==> config.mk <==
export PLATFORM = sky130hd
export DESIGN_NAME = btws_ctrl
export DESIGN_NICKNAME = d
export VERILOG_FILES = /design/src/btws_pkg.sv /design/src/btws_ctrl.sv
export SDC_FILE = /design/constraint.sdc
export NUM_CORES = 1
export LEC_CHECK = 0
export BUFFER_PORTS_ARGS = -buffer_cell sky130_fd_sc_hd__buf_2
export CORE_UTILIZATION = 47
export DETAILED_ROUTE_END_ITERATION = 10
export GPL_TIMING_DRIVEN = 0
export PLACE_DENSITY = 0.8
export SLEW_MARGIN = 20
export SYNTH_ARGS = -nofsm -noshare
export SYNTH_HDL_FRONTEND = slang
export SYNTH_SLANG_ARGS = --single-unit
==> constraint.sdc <==
create_clock -name clk -period 2.66 [get_ports clk]
set_clock_uncertainty 0.1 [all_clocks]
set_input_delay 0.399 -clock clk [delete_from_list [all_inputs] [get_ports clk]]
set_output_delay 0.399 -clock clk [all_outputs]
set_load 0.02 [all_outputs]
==> src/btws_pkg.sv <==
`default_nettype none

package btws_pkg;

	localparam int NODE_COUNT = 1024;
	localparam int FANOUT     = 256;
	localparam int BYTE_W     = 8;
	localparam int NODE_W     = $clog2(NODE_COUNT);
	localparam int CNT_W      = NODE_W + 1;
	localparam int LINK_AW    = NODE_W + BYTE_W;
	localparam int LINK_DEPTH = NODE_COUNT * FANOUT;

	// Each allocated node remembers which link created it. A link read from
	// the link store is trusted only if the node it names was allocated
	// since reset and records this very parent and byte.
	typedef struct packed {
		logic [NODE_W-1:0] parent;
		logic [BYTE_W-1:0] key;
		logic              word_end;
	} node_rec_t;

	typedef struct packed {
		logic               re;
		logic               we;
		logic [LINK_AW-1:0] addr;
		logic [NODE_W-1:0]  wdata;
	} link_req_t;

	typedef struct packed {
		logic              re;
		logic              we;
		logic [NODE_W-1:0] addr;
		node_rec_t         wdata;
	} node_req_t;

endpackage

`default_nettype wire

==> src/btws_ctrl.sv <==
`default_nettype none

module btws_ctrl (
	input  wire                             clk,
	input  wire                             arst_n,
	input  wire                             start,
	output logic                            busy,
	input  wire                             cmd,
	input  wire                             has_byte,
	input  wire  [btws_pkg::BYTE_W-1:0]     byte_value,
	input  wire                             last,
	output logic                            strobe,
	output logic                            found,
	output logic                            status,
	output btws_pkg::link_req_t             link_req,
	input  wire  [btws_pkg::NODE_W-1:0]     link_rdata,
	output btws_pkg::node_req_t             node_req,
	input  wire btws_pkg::node_rec_t        node_rdata
);
	import btws_pkg::*;

	typedef enum logic [2:0] {
		ST_IDLE,
		ST_LINK,
		ST_CHECK,
		ST_END_READ,
		ST_END
	} state_t;

	localparam logic [CNT_W-1:0] NODE_LIMIT = CNT_W'(NODE_COUNT);

	state_t            state_q;
	logic              cmd_q;
	logic [BYTE_W-1:0] byte_q;
	logic              last_q;
	logic [NODE_W-1:0] cur_q;
	logic [NODE_W-1:0] child_q;
	logic [CNT_W-1:0]  used_q;
	logic              missed_q;
	logic              ovf_q;
	logic              root_end_q;

	logic accept;
	logic walk_now;
	logic cand;
	logic follow;
	logic walk_miss;
	logic alloc;
	logic word_ok;
	logic mark_node;

	assign busy      = (state_q != ST_IDLE);
	assign accept    = start && !busy;
	assign walk_now  = has_byte && !missed_q && !ovf_q;
	assign follow    = (node_rdata.parent == cur_q) && (node_rdata.key == byte_q);
	assign walk_miss = ((state_q == ST_LINK) && !cand) || ((state_q == ST_CHECK) && !follow);
	assign alloc     = walk_miss && cmd_q && (used_q < NODE_LIMIT);
	assign word_ok   = !missed_q && !ovf_q;
	assign mark_node = (state_q == ST_END) && cmd_q && word_ok && (cur_q != '0);

	// A link is a candidate only when it plainly names an allocated node other
	// than the root; a candidate is still checked against the node record.
	always_comb begin
		cand = 1'b0;
		if ((link_rdata != '0) && ({1'b0, link_rdata} < used_q)) begin
			cand = 1'b1;
		end
	end

	always_comb begin
		link_req.re    = accept && walk_now;
		link_req.we    = alloc;
		link_req.addr  = (state_q == ST_IDLE) ? {cur_q, byte_value} : {cur_q, byte_q};
		link_req.wdata = used_q[NODE_W-1:0];
	end

	always_comb begin
		node_req.re    = 1'b0;
		node_req.we    = 1'b0;
		node_req.addr  = cur_q;
		node_req.wdata = '{parent: cur_q, key: byte_q, word_end: 1'b0};
		if (accept && !walk_now && last) begin
			node_req.re = 1'b1;
		end else if ((state_q == ST_LINK) && cand) begin
			node_req.re   = 1'b1;
			node_req.addr = link_rdata;
		end else if (state_q == ST_END_READ) begin
			node_req.re = 1'b1;
		end else if (alloc) begin
			node_req.we   = 1'b1;
			node_req.addr = used_q[NODE_W-1:0];
		end else if (mark_node) begin
			node_req.we    = 1'b1;
			node_req.wdata = '{parent: node_rdata.parent, key: node_rdata.key, word_end: 1'b1};
		end
	end

	always_ff @(posedge clk or negedge arst_n) begin
		if (!arst_n) begin
			state_q    <= ST_IDLE;
			cmd_q      <= 1'b0;
			byte_q     <= '0;
			last_q     <= 1'b0;
			cur_q      <= '0;
			child_q    <= '0;
			used_q     <= CNT_W'(1);
			missed_q   <= 1'b0;
			ovf_q      <= 1'b0;
			root_end_q <= 1'b0;
			strobe     <= 1'b0;
			found      <= 1'b0;
			status     <= 1'b0;
		end else begin
			strobe <= 1'b0;
			if (walk_miss) begin
				if (!cmd_q) begin
					missed_q <= 1'b1;
				end else if (alloc) begin
					cur_q  <= used_q[NODE_W-1:0];
					used_q <= used_q + CNT_W'(1);
				end else begin
					ovf_q <= 1'b1;
				end
			end
			unique case (state_q)
				ST_IDLE: begin
					if (accept) begin
						cmd_q  <= cmd;
						byte_q <= byte_value;
						last_q <= last;
						if (walk_now) begin
							state_q <= ST_LINK;
						end else if (last) begin
							state_q <= ST_END;
						end
					end
				end
				ST_LINK: begin
					if (cand) begin
						child_q <= link_rdata;
						state_q <= ST_CHECK;
					end else begin
						state_q <= last_q ? ST_END_READ : ST_IDLE;
					end
				end
				ST_CHECK: begin
					if (follow) begin
						cur_q <= child_q;
					end
					state_q <= last_q ? ST_END_READ : ST_IDLE;
				end
				ST_END_READ: begin
					state_q <= ST_END;
				end
				ST_END: begin
					strobe <= 1'b1;
					if (cmd_q) begin
						found  <= 1'b0;
						status <= !word_ok;
						if (word_ok && (cur_q == '0)) begin
							root_end_q <= 1'b1;
						end
					end else begin
						status <= 1'b0;
						found  <= word_ok && ((cur_q == '0) ? root_end_q : node_rdata.word_end);
					end
					cur_q    <= '0;
					missed_q <= 1'b0;
					ovf_q    <= 1'b0;
					state_q  <= ST_IDLE;
				end
				default: begin
					state_q <= ST_IDLE;
				end
			endcase
		end
	end

endmodule

`default_nettype wire

==> summary by stage <==
Die
Pin placement for this block handled 108 I/O pins. The area of the die is 8070 um^2. The floorplan step set the die height to 89.8 um. The horizontal extent of the die is 89.8 um. The number of cell rows is 31. The area of the placeable core is 7370 um^2. The starting density of the core is 0.492.

Setup path
The logic depth of the worst path, buffers included is 12. The critical path goes through inv_2, ha_4, nand4b_1, buf_4, nor3_4, a21oi_4, a21oi_4, buf_6, o211ai_1, buf_4, a31oi_4, buf_6. Data on the critical path is required at its endpoint by 2160 ps. For this run, the slowest stage of the critical path takes 370 ps. The slowest stage of the critical path belongs to the cell dfrtp_1. STA classifies the critical path endpoint as a primary output. The number of buffers and inverters on the critical path is 5. The arrival time reported for the critical path endpoint is 2720 ps.

STA classifies the critical path startpoint as a flop. Of all nets on the critical path, the largest fanout is 5. The family of cells with the greatest summed delay on the critical path is buffers and inverters.

Measured in cells, the most critical reg-to-reg path has a length of 13. The critical path is of the reg2out type.

Final layout
In the layout the commonest cells are buf_2 (95), nand2_1 (66), buf_4 (57). The fraction of layout cells with a size suffix above 1 is 0.532. Compared with the post-synthesis result, the final layout area differs by 54.5%. The net total in the final layout is 629.

The area occupied by registers is 1270 um^2. In the final layout, the multi-input gates occupy 2820 um^2. 0 antenna diodes ended up in the layout. The share of the core filled with cells in the final layout is 0.760. The most common cell after layout, fill and taps aside is buf_2. The count of placed standard cells in the final layout, fillers left out is 676. The layout has 483 filler cells. After routing the design area is 5600 um^2.

Outcome
The flow ran to the end, but the final reports show violations. The checks that failed: hold timing, setup timing.

Synthesis
Counting flops with an async set or reset pin after synthesis yields a share of 1.00. The share of the Yosys chip area taken by registers is 0.345. The cell count after synthesis is 418. The total nets after synthesis is 471.

After synthesis, the netlist uses 51 different library cells. The cell area that synthesis handed to floorplanning was 3630 um^2. The synthesized area per cell is 8.67 um^2. In this run, synthesis produced a sequential element count of 50. The count of flip-flops with a built-in enable after synthesis is 0. The predominant post-synthesis flop cell is dfrtp_1. Yosys printed 0 warnings.

Clocking
TritonCTS built the clock tree. For this design, the sink count on the clock tree is 50. Clock tree synthesis selected as its root buffer the cell clkbuf_8. The CTS clock-pin slew for the worst setup and hold paths is 100 ps.

The clock reaches the later pin of the worst-skew pair after 320 ps. The clock tree synthesis step divided the H-tree into 2 levels. The number of clock buffers added by TritonCTS is 5. The largest buffer count on any clock path is 2.

Placement
The number of cells after detailed placement is 624. After detailed placement, the total cell area comes to 4450 um^2. The weighted congestion at the end of routability-driven global placement is 0.985. The number of port buffers is 107. The wire-length estimate of the detail-placed layout is 8110 um.

Detailed routing
The count of routing violations after the opening detailed-route iteration is 291. The final wirelength is 13,500 um. The iteration count of the initial detailed-routing pass is 5.

The detail route stage leaves a number of antenna-violating nets equal to 0. The DRC violation count after routing is 0. After detailed routing, the number of vias per cell comes to 6.04. Dividing the detail-routed wire length by the instance count gives 20.0 um. The count of vias placed by the detailed router is 4,084.

Timing
The final number of max-transition violations was 0. The clock period minus final worst setup slack is 3210 ps. The count of endpoints failing hold in the final timing report was 2.

The worst pin sits at a relative slew slack of 0.567. After layout, the worst setup slack is -554 ps. The maximum clock frequency is 0.311 GHz. Setup repair after global routing could not meet its margin everywhere. The total setup violations reported at the end of the flow is 13.

In the finished design, the share of the clock period the worst path needs comes to 1.21. The slew at the pin closest to its max-slew limit is 650 ps. Final hold analysis gives a worst-case slack of -1.46 ps.

Power and ir drop
Summed over all cells, the static leakage comes to 0.00255 uW. The maximum vdd ir drop is 0.446 mV. Dividing total power by cell area gives a power density of 909 nW/um^2.

Global routing
Across every metal layer, demand over resource in global routing totals 0.310. The number of global-route vias before repair is 3,992. The largest net degree at the start of global routing is 51.

The wire length of the first global-routing pass is 19,900 um. The global route total overflow is 0. The initial antenna violation count was 0.

Worst hold path
The min-delay analysis places its worst path in the category in2async.

Flow run
The tool flagged a number of max-cap violations equal to 0.
[Yosys cell counts (11+ instances only)]
library cell | instances | share of area
xnor2_1 | 25 | 0.060
dfrtp_1 | 49 | 0.34
inv_1 | 14 | 0.014
clkbuf_1 | 15 | 0.016
buf_4 | 12 | 0.025
nor2_1 | 16 | 0.017
nand2_1 | 67 | 0.069
o21ai_0 | 19 | 0.026
nand2b_1 | 11 | 0.019
and2_1 | 11 | 0.019
mux2_2 | 19 | 0.059
a31oi_1 | 20 | 0.035
nand3_1 | 16 | 0.022
o211ai_1 | 14 | 0.029
a21o_1 | 12 | 0.025
[per-layer routing]
metal  global-route usage  part of all wire  wire [um]  vias up
li1                     -                 -          -     1820
met1                0.369              0.39       5240     1988
met2                0.545              0.51       6890      227
met3               0.0567             0.065        875       49
met4                0.139             0.041        549        0
met5                    0                 0          0        -
[kinds of logic (layout without fill, tap and decap cells)]
family	count (synthesis)	count (layout)	share of synthesized area
and+or+nand+nor	166	166	0.243
muxes	20	20	0.0618
buffers and inverters	47	206	0.0621
AOI/OAI and AO/OA	98	98	0.188
xor gates and xnor gates	27	27	0.0652
adders and majority gates	10	10	0.0345
DFF	50	50	0.345
[state kept, by name (all words and copies together), names as in the netlist]
signal,flops
strobe,1
used_q,11
cur_q,10
byte_q,8
root_end_q,1
last_q,1
status,1
state_q,3
found,1
child_q,10
ovf_q,1
missed_q,1
cmd_q,1
[power breakdown]
part	total [uW]	switching (uW)	internal (uW)
clock	553	272	281
combinational	3200	1800	1400
sequential	1340	306	1040
total	5090	2380	2720
[worst paths after layout]
| check | startpoint | endpoint | slack, ps |
|---|---|---|---|
| setup / recovery | used_q[8] | node_req[24] | -550 |
| hold / removal | arst_n | cur_q[2] | -1 |
| setup reg to reg | used_q[8] | used_q[9] | 10 |
| hold reg to reg | child_q[9] | child_q[9] | 380 |
| max in group asynchronous | arst_n | used_q[9] | 1970 |
| min in group clk | cmd | cmd_q | 220 |
[worst register-to-register path: stages, from the launching register on]
cell and delay [ps]:
dfrtp_1 370, inv_2 60, ha_4 270, nand4b_1 130
buf_4 190, nor3_4 230, a21oi_4 130, buf_4 160
buf_4 130, a2111oi_4 270, buf_4 200, buf_4 110
o21ai_2 60, xnor2_1 130
[repair_timing]
item,CTS,global route
endpoints found under the setup margin,45,47
cloned,1,1
setup buffers,33,12
gates resized for setup,132,44
hold buffers,0,0
pin swaps,26,28
[layout make-up]
type / count / area share
timing repair buffer: 154 / 0.176
sequential: 50 / 0.227
multi-input combinational: 321 / 0.503
clock inverter: 2 / 0.00670
tap: 99 / 0.0221
clock buffer: 6 / 0.0130
buffer: 29 / 0.0411
inverter: 15 / 0.0114
[through the flow]
step | TNS [ps] | hold WS, ps | power [uW] | worst slack [ps]
after floorplan | -452 | 3.41 | 3080 | -48.7
after global placement | -8090 | 353 | 3750 | -571
after detailed placement | -10630 | 361 | 3820 | -688
after CTS | -4300 | 25.4 | 4820 | -404
after global routing | -7790 | 43.5 | 5330 | -646
final | -5900 | -1.46 | 5090 | -554
Note: power is estimated with default switching activity, not from simulation.
